===== config.mk =====
export PLATFORM = sky130hd
export DESIGN_NAME = jpeg_marker_segment_parser_top
export DESIGN_NICKNAME = d
export VERILOG_FILES = /design/src/rtl/jmsp_pkg.sv /design/src/rtl/jmsp_parser.sv /design/src/rtl/jmsp_rsp_fifo.sv /design/src/rtl/jpeg_marker_segment_parser_top.sv
export SDC_FILE = /design/constraint.sdc
export NUM_CORES = 1
export LEC_CHECK = 0
export BUFFER_PORTS_ARGS = -buffer_cell sky130_fd_sc_hd__buf_4
export CORE_ASPECT_RATIO = 1.5
export CORE_UTILIZATION = 50
export DETAILED_ROUTE_END_ITERATION = 7
export PLACE_DENSITY = 0.66
export SYNTH_ARGS = -nofsm -noshare
export SYNTH_HDL_FRONTEND = slang
export SYNTH_SLANG_ARGS = --single-unit

===== constraint.sdc =====
create_clock -name clock -period 13.7 [get_ports clock]
set_input_delay 0.685 -clock clock [delete_from_list [all_inputs] [get_ports clock]]
set_output_delay 0.685 -clock clock [all_outputs]
set_load 0.02 [all_outputs]

===== src/rtl/jmsp_pkg.sv =====
// ----------------------------------------------------------------------------
// JPEG marker segment parser - shared definitions
// Codes, result record layout and small helper functions.
// ----------------------------------------------------------------------------
package jmsp_pkg;

   localparam int SECTION_LIMIT_DEF = 20;
   localparam int MAX_PADDING_DEF   = 6;

   localparam int RSP_DEPTH    = 8;
   localparam int RSP_PTR_W    = $clog2(RSP_DEPTH);
   localparam int RSP_CNT_W    = $clog2(RSP_DEPTH + 1) + 1;
   localparam int RSP_DATA_W   = 72;
   localparam int SECT_W       = 6;
   localparam int PAD_W        = 3;

   // request commands
   localparam logic [1:0] CMD_DATA    = 2'd0;
   localparam logic [1:0] CMD_END     = 2'd1;
   localparam logic [1:0] CMD_RESTART = 2'd2;

   // result events
   localparam logic [2:0] EV_HEADER = 3'd0;
   localparam logic [2:0] EV_FRAME  = 3'd1;
   localparam logic [2:0] EV_EXIF   = 3'd2;
   localparam logic [2:0] EV_DONE   = 3'd3;
   localparam logic [2:0] EV_ERROR  = 3'd4;

   // error codes
   localparam logic [2:0] ERR_NONE      = 3'd0;
   localparam logic [2:0] ERR_BAD_START = 3'd0;
   localparam logic [2:0] ERR_PADDING   = 3'd1;
   localparam logic [2:0] ERR_BAD_LEN   = 3'd2;
   localparam logic [2:0] ERR_TRUNC     = 3'd3;
   localparam logic [2:0] ERR_EOI       = 3'd4;

   // marker bytes
   localparam logic [7:0] BYTE_FF  = 8'hFF;
   localparam logic [7:0] M_SOI    = 8'hD8;
   localparam logic [7:0] M_EOI    = 8'hD9;
   localparam logic [7:0] M_SOS    = 8'hDA;
   localparam logic [7:0] M_APP0   = 8'hE0;
   localparam logic [7:0] M_APP1   = 8'hE1;

   localparam logic [15:0] LEN_MIN      = 16'd2;
   localparam logic [15:0] LEN_SOF_MIN  = 16'd8;
   localparam logic [15:0] LEN_EXIF_MIN = 16'd6;
   localparam logic [7:0]  COLOUR_COMPS = 8'd3;

   typedef enum logic [6:0] {
      PH_START_FF = 7'b0000001,
      PH_START_D8 = 7'b0000010,
      PH_MARKER   = 7'b0000100,
      PH_LEN_HI   = 7'b0001000,
      PH_LEN_LO   = 7'b0010000,
      PH_PAYLOAD  = 7'b0100000,
      PH_DONE     = 7'b1000000
   } phase_type;

   typedef struct packed {
      logic [2:0]  event_res;
      logic [7:0]  marker_code;
      logic [15:0] segment_length;
      logic [7:0]  sample_precision;
      logic [15:0] image_height;
      logic [15:0] image_width;
      logic        is_color;
      logic [2:0]  error_code;
      logic        last_of_run;
   } rsp_item_type;

   typedef struct packed {
      logic [1:0]   count;
      rsp_item_type item1;
      rsp_item_type item0;
   } rsp_push_type;

   function automatic logic is_sof(input logic [7:0] m);
      logic r;
      r = 1'b0;
      if (m[7:4] == 4'hC) begin
         r = (m != 8'hC4) && (m != 8'hC8) && (m != 8'hCC);
      end
      return r;
   endfunction

   function automatic logic [7:0] exif_char(input logic [1:0] i);
      logic [7:0] c;
      case (i)
         2'd0:    c = 8'h45;
         2'd1:    c = 8'h78;
         2'd2:    c = 8'h69;
         default: c = 8'h66;
      endcase
      return c;
   endfunction

   function automatic rsp_item_type mk_item(input logic [2:0] ev, input logic [2:0] err,
                                            input logic [7:0] marker,
                                            input logic [15:0] len,
                                            input logic [47:0] frame);
      rsp_item_type r;
      r = '0;
      r.event_res      = ev;
      r.marker_code    = marker;
      r.segment_length = len;
      r.error_code     = err;
      if (ev == EV_FRAME) begin
         r.sample_precision = frame[47:40];
         r.image_height     = frame[39:24];
         r.image_width      = frame[23:8];
         r.is_color         = (frame[7:0] == COLOUR_COMPS);
      end
      return r;
   endfunction

endpackage


===== src/rtl/jmsp_parser.sv =====
// ----------------------------------------------------------------------------
// JPEG marker segment parser - byte parser
// Registers one request, then updates the parse state and forms up to two
// results for it in a single pass.
// ----------------------------------------------------------------------------
module jmsp_parser
   import jmsp_pkg::*;
#(
   parameter int SECTION_LIMIT = SECTION_LIMIT_DEF,
   parameter int MAX_PADDING   = MAX_PADDING_DEF
) (
   input  logic         clock,
   input  logic         reset,
   input  logic         in_take,
   input  logic [1:0]   in_cmd,
   input  logic [7:0]   in_byte,
   input  logic         csr_wr_en,
   input  logic         csr_wr_data,
   output logic         stage_busy,
   output rsp_push_type push
);

   localparam logic [SECT_W-1:0] SC_LAST = SECT_W'(SECTION_LIMIT - 1);
   localparam logic [PAD_W-1:0]  PAD_MAX = PAD_W'(MAX_PADDING);

   logic              stage_valid_ff;
   logic [1:0]        stage_cmd_ff;
   logic [7:0]        stage_byte_ff;
   logic              exif_en_ff;

   phase_type         phase_ff, phase_in;
   logic [PAD_W-1:0]  pad_ff, pad_in;
   logic [7:0]        marker_ff, marker_in;
   logic [15:0]       len_ff, len_in;
   logic [15:0]       idx_ff, idx_in;
   logic [SECT_W-1:0] sc_ff, sc_in;
   logic [47:0]       frame_ff, frame_in;
   logic              match_ff, match_in;

   logic              finish;
   logic              counted;
   logic [SECT_W-1:0] sc_new;
   logic [1:0]        n;
   rsp_item_type      res [2];

   assign stage_busy = stage_valid_ff;

   always_ff @(posedge clock) begin
      if (reset) begin
         stage_valid_ff <= 1'b0;
         exif_en_ff     <= 1'b1;
         phase_ff       <= PH_START_FF;
         pad_ff         <= '0;
         marker_ff      <= '0;
         len_ff         <= '0;
         idx_ff         <= '0;
         sc_ff          <= '0;
         frame_ff       <= '0;
         match_ff       <= 1'b1;
      end else begin
         stage_valid_ff <= in_take;
         if (csr_wr_en) begin
            exif_en_ff <= csr_wr_data;
         end
         phase_ff  <= phase_in;
         pad_ff    <= pad_in;
         marker_ff <= marker_in;
         len_ff    <= len_in;
         idx_ff    <= idx_in;
         sc_ff     <= sc_in;
         frame_ff  <= frame_in;
         match_ff  <= match_in;
      end
   end

   always_ff @(posedge clock) begin
      if (in_take) begin
         stage_cmd_ff  <= in_cmd;
         stage_byte_ff <= in_byte;
      end
   end

   always_comb begin
      phase_in  = phase_ff;
      pad_in    = pad_ff;
      marker_in = marker_ff;
      len_in    = len_ff;
      idx_in    = idx_ff;
      sc_in     = sc_ff;
      frame_in  = frame_ff;
      match_in  = match_ff;
      finish    = 1'b0;
      counted   = 1'b1;
      sc_new    = sc_ff;
      n         = 2'd0;
      res[0]    = '0;
      res[1]    = '0;

      if (stage_valid_ff) begin
         case (stage_cmd_ff)
            CMD_DATA: begin
               case (phase_ff)
                  PH_START_FF: begin
                     if (stage_byte_ff != BYTE_FF) begin
                        phase_in = PH_DONE;
                        res[0] = mk_item(EV_ERROR, ERR_BAD_START, marker_ff, len_ff, frame_ff);
                        n = 2'd1;
                     end else begin
                        phase_in = PH_START_D8;
                     end
                  end
                  PH_START_D8: begin
                     if (stage_byte_ff != M_SOI) begin
                        phase_in = PH_DONE;
                        res[0] = mk_item(EV_ERROR, ERR_BAD_START, marker_ff, len_ff, frame_ff);
                        n = 2'd1;
                     end else if (sc_ff >= SC_LAST) begin
                        phase_in = PH_DONE;
                        res[0] = mk_item(EV_DONE, ERR_NONE, marker_ff, len_ff, frame_ff);
                        n = 2'd1;
                     end else begin
                        phase_in = PH_MARKER;
                        pad_in   = '0;
                     end
                  end
                  PH_MARKER: begin
                     if (stage_byte_ff == BYTE_FF) begin
                        if (pad_ff >= PAD_MAX) begin
                           phase_in = PH_DONE;
                           res[0] = mk_item(EV_ERROR, ERR_PADDING, marker_ff, len_ff, frame_ff);
                           n = 2'd1;
                        end else begin
                           pad_in = pad_ff + PAD_W'(1);
                        end
                     end else begin
                        marker_in = stage_byte_ff;
                        phase_in  = PH_LEN_HI;
                     end
                  end
                  PH_LEN_HI: begin
                     len_in   = {stage_byte_ff, 8'h00};
                     phase_in = PH_LEN_LO;
                  end
                  PH_LEN_LO: begin
                     len_in = {len_ff[15:8], stage_byte_ff};
                     if (len_in < LEN_MIN) begin
                        phase_in = PH_DONE;
                        res[0] = mk_item(EV_ERROR, ERR_BAD_LEN, marker_ff, len_in, frame_ff);
                        n = 2'd1;
                     end else begin
                        res[0] = mk_item(EV_HEADER, ERR_NONE, marker_ff, len_in, frame_ff);
                        n        = 2'd1;
                        idx_in   = '0;
                        match_in = 1'b1;
                        frame_in = '0;
                        if (len_in == LEN_MIN) begin
                           finish = 1'b1;
                        end else begin
                           phase_in = PH_PAYLOAD;
                        end
                     end
                  end
                  PH_PAYLOAD: begin
                     for (int k = 0; k < 6; k++) begin
                        if (idx_ff == 16'(k)) begin
                           frame_in[8*(5-k) +: 8] = stage_byte_ff;
                        end
                     end
                     if (idx_ff < 16'd4 && stage_byte_ff != exif_char(idx_ff[1:0])) begin
                        match_in = 1'b0;
                     end
                     idx_in = idx_ff + 16'd1;
                     if (idx_in >= len_ff - LEN_MIN) begin
                        finish = 1'b1;
                     end
                  end
                  default: begin
                  end
               endcase
            end
            CMD_END: begin
               if (phase_ff == PH_START_FF || phase_ff == PH_START_D8) begin
                  phase_in = PH_DONE;
                  res[0] = mk_item(EV_ERROR, ERR_BAD_START, marker_ff, len_ff, frame_ff);
                  n = 2'd1;
               end else if (phase_ff != PH_DONE) begin
                  phase_in = PH_DONE;
                  res[0] = mk_item(EV_ERROR, ERR_TRUNC, marker_ff, len_ff, frame_ff);
                  n = 2'd1;
               end
            end
            CMD_RESTART: begin
               phase_in  = PH_START_FF;
               pad_in    = '0;
               marker_in = '0;
               len_in    = '0;
               idx_in    = '0;
               sc_in     = '0;
               frame_in  = '0;
               match_in  = 1'b1;
            end
            default: begin
            end
         endcase
      end

      // end of segment
      if (finish) begin
         if (marker_in == M_SOS) begin
            sc_in    = sc_ff + SECT_W'(1);
            phase_in = PH_DONE;
            res[n[0]] = mk_item(EV_DONE, ERR_NONE, marker_in, len_in, frame_in);
            n = n + 2'd1;
         end else if (marker_in == M_EOI) begin
            phase_in = PH_DONE;
            res[n[0]] = mk_item(EV_ERROR, ERR_EOI, marker_in, len_in, frame_in);
            n = n + 2'd1;
         end else begin
            if (is_sof(marker_in)) begin
               if (len_in >= LEN_SOF_MIN) begin
                  res[n[0]] = mk_item(EV_FRAME, ERR_NONE, marker_in, len_in, frame_in);
                  n = n + 2'd1;
               end
            end else if (marker_in == M_APP0) begin
               counted = 1'b0;
            end else if (marker_in == M_APP1) begin
               if (exif_en_ff && match_in && len_in >= LEN_EXIF_MIN) begin
                  res[n[0]] = mk_item(EV_EXIF, ERR_NONE, marker_in, len_in, frame_in);
                  n = n + 2'd1;
               end else begin
                  counted = 1'b0;
               end
            end
            sc_new = counted ? sc_ff + SECT_W'(1) : sc_ff;
            sc_in  = sc_new;
            if (sc_new >= SC_LAST) begin
               phase_in = PH_DONE;
               res[n[0]] = mk_item(EV_DONE, ERR_NONE, marker_in, len_in, frame_in);
               n = n + 2'd1;
            end else begin
               phase_in = PH_MARKER;
               pad_in   = '0;
            end
         end
      end

      if (n == 2'd2) begin
         res[1].last_of_run = 1'b1;
      end else if (n == 2'd1) begin
         res[0].last_of_run = 1'b1;
      end
   end

   assign push.count = n;
   assign push.item0 = res[0];
   assign push.item1 = res[1];

endmodule


===== src/rtl/jmsp_rsp_fifo.sv =====
// ----------------------------------------------------------------------------
// JPEG marker segment parser - response queue
// Takes up to two results a cycle and hands them out one at a time.
// ----------------------------------------------------------------------------
module jmsp_rsp_fifo
   import jmsp_pkg::*;
(
   input  logic         clock,
   input  logic         reset,
   input  rsp_push_type push,
   input  logic         reserve,
   output logic         space_ok,
   output logic         out_valid,
   input  logic         out_ready,
   output rsp_item_type out_item
);

   rsp_item_type         mem_ff [RSP_DEPTH];
   logic [RSP_PTR_W-1:0] wr_ptr_ff, wr_ptr_in;
   logic [RSP_PTR_W-1:0] rd_ptr_ff, rd_ptr_in;
   logic [RSP_CNT_W-1:0] count_ff, count_in;
   logic                 pop;
   logic [RSP_CNT_W-1:0] need;

   assign pop       = out_valid && out_ready;
   assign out_valid = (count_ff != '0);
   assign out_item  = mem_ff[rd_ptr_ff];

   // room for the staged request plus the next one, two results each
   assign need     = count_ff + (reserve ? RSP_CNT_W'(2) : RSP_CNT_W'(0));
   assign space_ok = (need <= RSP_CNT_W'(RSP_DEPTH - 2));

   always_comb begin
      wr_ptr_in = wr_ptr_ff + RSP_PTR_W'(push.count);
      rd_ptr_in = pop ? rd_ptr_ff + RSP_PTR_W'(1) : rd_ptr_ff;
      count_in  = count_ff + RSP_CNT_W'(push.count) - (pop ? RSP_CNT_W'(1) : RSP_CNT_W'(0));
   end

   always_ff @(posedge clock) begin
      if (reset) begin
         wr_ptr_ff <= '0;
         rd_ptr_ff <= '0;
         count_ff  <= '0;
      end else begin
         wr_ptr_ff <= wr_ptr_in;
         rd_ptr_ff <= rd_ptr_in;
         count_ff  <= count_in;
      end
   end

   always_ff @(posedge clock) begin
      if (push.count != 2'd0) begin
         mem_ff[wr_ptr_ff] <= push.item0;
      end
      if (push.count == 2'd2) begin
         mem_ff[wr_ptr_ff + RSP_PTR_W'(1)] <= push.item1;
      end
   end

endmodule


===== src/rtl/jpeg_marker_segment_parser_top.sv =====
// ----------------------------------------------------------------------------
// JPEG marker segment parser - top level
// Checks the start of image, walks the marker segments and reports headers,
// frame information, Exif segments, completion and errors.
// ----------------------------------------------------------------------------
// Usage:
//   Request channel req_*: one request per file byte (tuser = command,
//   tdata = byte). Commands: data byte, end of stream, restart parse.
//   Response channel rsp_*: zero, one or two results per request, in order;
//   tlast marks the final result of a request.
//   csr_wr_en / csr_wr_data write the Exif enable bit; write only while idle.
// Timing:
//   A request accepted at one edge is held in the input register; its results
//   reach the response queue at the next edge and are shown from there. One
//   request per cycle is taken while the 8-entry response queue holds room
//   for two results of the staged request and two of the next.
// Reset: synchronous; clears the parse state and the queue, sets Exif enable.
// Stall: results wait in the queue; req_tready falls when it nears full and
//   no result is dropped.
// ----------------------------------------------------------------------------
module jpeg_marker_segment_parser_top
   import jmsp_pkg::*;
#(
   parameter int SECTION_LIMIT = SECTION_LIMIT_DEF,
   parameter int MAX_PADDING   = MAX_PADDING_DEF
) (
   input  logic                  clock,
   input  logic                  reset,
   input  logic                  req_tvalid,
   output logic                  req_tready,
   input  logic [7:0]            req_tdata,   // data_byte
   input  logic [1:0]            req_tuser,   // command
   output logic                  rsp_tvalid,
   input  logic                  rsp_tready,
   // marker_code, segment_length, sample_precision, image_height,
   // image_width, is_color, error_code, zero fill
   output logic [RSP_DATA_W-1:0] rsp_tdata,
   output logic [2:0]            rsp_tuser,   // event_res
   output logic                  rsp_tlast,   // last_of_run
   input  logic                  csr_wr_en,
   input  logic                  csr_wr_data
);

   rsp_push_type push;
   rsp_item_type head;
   logic         stage_busy;
   logic         space_ok;
   logic         take;

   assign req_tready = space_ok;
   assign take       = req_tvalid && req_tready;

   jmsp_parser #(
      .SECTION_LIMIT (SECTION_LIMIT),
      .MAX_PADDING   (MAX_PADDING)
   ) u_parser (
      .clock       (clock),
      .reset       (reset),
      .in_take     (take),
      .in_cmd      (req_tuser),
      .in_byte     (req_tdata),
      .csr_wr_en   (csr_wr_en),
      .csr_wr_data (csr_wr_data),
      .stage_busy  (stage_busy),
      .push        (push)
   );

   jmsp_rsp_fifo u_rsp_fifo (
      .clock     (clock),
      .reset     (reset),
      .push      (push),
      .reserve   (stage_busy),
      .space_ok  (space_ok),
      .out_valid (rsp_tvalid),
      .out_ready (rsp_tready),
      .out_item  (head)
   );

   assign rsp_tuser = head.event_res;
   assign rsp_tlast = head.last_of_run;
   assign rsp_tdata = {4'b0000, head.error_code, head.is_color, head.image_width,
                       head.image_height, head.sample_precision, head.segment_length,
                       head.marker_code};

endmodule


==> metrics.csv <==
metric,value,unit
Synth area leaders,"edfxtp_1 (51%), mux4_2 (9.3%), dfxtp_1 (7.0%), nor2_1 (6.3%), mux2i_1 (2.9%)",
"Design Area, Final",0.03831,mm2
wire length of the first global-routing pass,148900,um
Async SR Flop Fraction,0,%
total routed wirelength,98910,um
crit end category,flop,
Yosys reg bits,707,
initial antenna violation count,0,
cts bufs inserted,69,
DRC viols,0,
largest net degree at the start of global routing,68,
"Hold Violations, Final",0,
"Seq/Total Area, Yosys",57.63,%
RSZ-0062 raised after global routing,no,
post-layout minimum cycle time,8341,ps
Post-CTS Setup Repair Bufs,0,
Global Route Usage Sum,28.23,%
slew margin rel.,14.82,%
CTS clock-pin slew for the worst setup and hold paths,60,ps
total number of vias,23940,
Seq pwr share,45.5,%
clk_lat worst skew,620,ps
Synth Cell Area,0.03474,mm2
commonest cells in the netlist,"edfxtp_1 (586), nor2_1 (581), a21oi_1 (158), nand2_1 (153), mux4_2 (144)",
CP Launch Type,flop,
hold buffers post-CTS,0,
maximum vdd drop,0.0001423,V
"area leader, netlist",edfxtp_1,
worst hold slack,244.0,ps
Die X-Extent,217.2,um
sw frac,27.40,%
setup tns final,0,ps
CORE AREA,0.06895,mm2
Iteration-0 DRC Markers,2496,
PwrDens,138.8,mW/mm2
pre-CTS WS,5558,ps
initial core utilization,50.38,%
post-cts sizing count,0,
H-tree levels,3,
Antenna Nets Post-Route,0,
RD Place Congestion,0.9604,
clock sink total,707,
slew at the pin with the worst max-slew slack,1278,ps
Synth cell types,88,
PnR worst setup slack,5359,ps
post-synth top area share,50.66,%
global route total overflow,0,
internal cell power,3.859,mW
Hold/Removal Path Class,in -> reg,
most numerous cell in the Yosys netlist,edfxtp_1,
area delta synth->final,10.27,%
HPWL Detailed,63890,um
grt met2 use,49.79,%
crit path DAT,8580,ps
CP required,13940,ps
prevailing post-synth register cell,edfxtp_1,
Net Sw Power,1.456,mW
Final Non-Filler Cells,3780,
outcome,"finished, final reports clean",
num ports,94,
Die Y-Extent,324.8,um
Setup CP Type,reg -> reg,
skew final,33.03,ps
Max Freq,119.9,MHz
number of flops mapped to enable cells by yosys,586,
die area,0.07055,mm2
n_diodes,0,
max cap viols,0,
# port buffers,89,
Via-to-Cell Ratio,6.334,
Post-Syn Area per Cell,12.27,um2
Inst Count DP,3661,
# rows,118,
cells after synthesis,2832,
Slew Limit Fails,0,
M1 GR Usage,33.06,%
crit path max fanout,39,
CTS tree,built,
Final Net Count,2892,
TritonRoute pass-1 iters,5,
Leak Pwr,11.53,nW
Setup-failing EPs final,0,
final core occ,55.56,%
vias in the first global route,24240,
share of layout cells above drive strength 1,18.06,%
clock root buffer master,clkbuf_16,
met3 Usage GRT,3.464,%
power after layout,5.316,mW
busiest grt layer,met2,
power share of the clock group,35.3,%
placed cell area,0.03613,mm2
CTS Buffer Depth,3,
Synth Warn #,0,
routed length per instance,26.17,um
period utilization,60.88,%
combinational power share,19.2,%
[layout make-up]
class                           count  area, um2
Clock buffer                       83       1810
Clock inverter                     36      365.4
Inverter                           29      108.9
Sequential cell                   707      20030
Multi-Input combinational cell   1891      13860
Timing Repair Buffer              134       1006
Fill cell                        5634      30640
Tap cell                          900       1126
[worst max-delay path, stage by stage (launching register included)]
cell       delay [ps]
edfxtp_1          390
inv_1             120
ha_1              540
and2_0            810
nand4b_1          820
a311oi_1          690
or3_1             200
a21oi_1            70
ha_1              310
inv_1              50
a2111oi_0         370
nand4_1           170
a21boi_1          190
o2bb2ai_1         150
buf_4             200
nor4_1            640
o31a_2            950
a21o_4            590
buf_4             620
[final timing paths]
path / endpoint / cells past startpoint / slack (ps) / startpoint
max reg2reg: u_rsp_fifo.mem_ff[5][10] / 18 / 5360 / u_parser.stage_cmd_ff[0]
min: u_parser.stage_byte_ff[1] / 1 / 240 / req_tdata[1]
max: u_rsp_fifo.mem_ff[5][10] / 18 / 5360 / u_parser.stage_cmd_ff[0]
min reg2reg: flop / 2 / 530 / u_rsp_fifo.rd_ptr_ff[2]
[cell families (layout without fill, tap and decap cells)]
group | count (synthesis) | after routing | synth area share [%]
flops | 707 | 707 | 57.63
compound gates | 493 | 493 | 9.171
mux | 319 | 319 | 14.64
buf+inv | 237 | 282 | 3.105
other cells | 1 | 4 | 0.01080
xor+xnor | 42 | 42 | 1.059
fa+ha+maj | 44 | 44 | 1.628
simple gates | 989 | 989 | 12.75
[cells in the final DEF (no fill, tap or decap), types with 8 or more instances in the layout]
master,instances
a211oi_1,10
a21o_1,16
a21oi_1,153
a22o_1,22
a22oi_1,33
a31oi_1,14
a32oi_1,15
and2_1,24
and3_1,26
buf_4,134
clkbuf_1,12
clkbuf_16,70
clkinv_2,12
dfxtp_1,118
edfxtp_1,586
ha_1,42
inv_1,28
mux2_2,73
mux2i_1,102
mux4_2,144
nand2_1,153
nand2_2,11
nand2b_1,11
nand3_1,37
nand3b_1,18
nand4_1,18
nor2_1,578
nor2b_1,11
nor3_1,31
nor4_1,16
o21ai_0,116
o21ai_1,8
o31ai_1,15
xnor2_1,19
xor2_1,23
[registers in the layout, indices dropped and copies added, names as in the netlist, 2 cells and up, named ones only]
signal	flops
u_rsp_fifo.mem_ff	576
u_parser.frame_ff	48
u_parser.idx_ff	16
u_parser.len_ff	16
u_parser.marker_ff	8
u_parser.stage_byte_ff	8
u_parser.phase_ff	7
u_parser.sc_ff	6
u_rsp_fifo.count_ff	5
u_parser.pad_ff	3
u_rsp_fifo.rd_ptr_ff	3
u_rsp_fifo.wr_ptr_ff	3
u_parser.stage_cmd_ff	2
[per-layer routing]
metal	wire, um	share of wire, %
met5	0	0
met3	5098	5.2
met4	5820	5.9
met1	36660	37
met2	51330	52
[power by group through the flow]
| stage | registers [mW] | logic (mW) | clock network, mW |
|---|---|---|---|
| 2_1_floorplan | 2.40 | 0.741 | 0 |
| 3_3_place_gp | 2.46 | 1.02 | 0 |
| 3_5_place_dp | 2.46 | 1.03 | 0 |
| 4_1_cts | 2.42 | 1.03 | 1.90 |
| 5_1_grt | 2.43 | 1.09 | 1.98 |
| 6_report | 2.42 | 1.02 | 1.88 |
No activity file was read; power rests on OpenSTA's default activity.
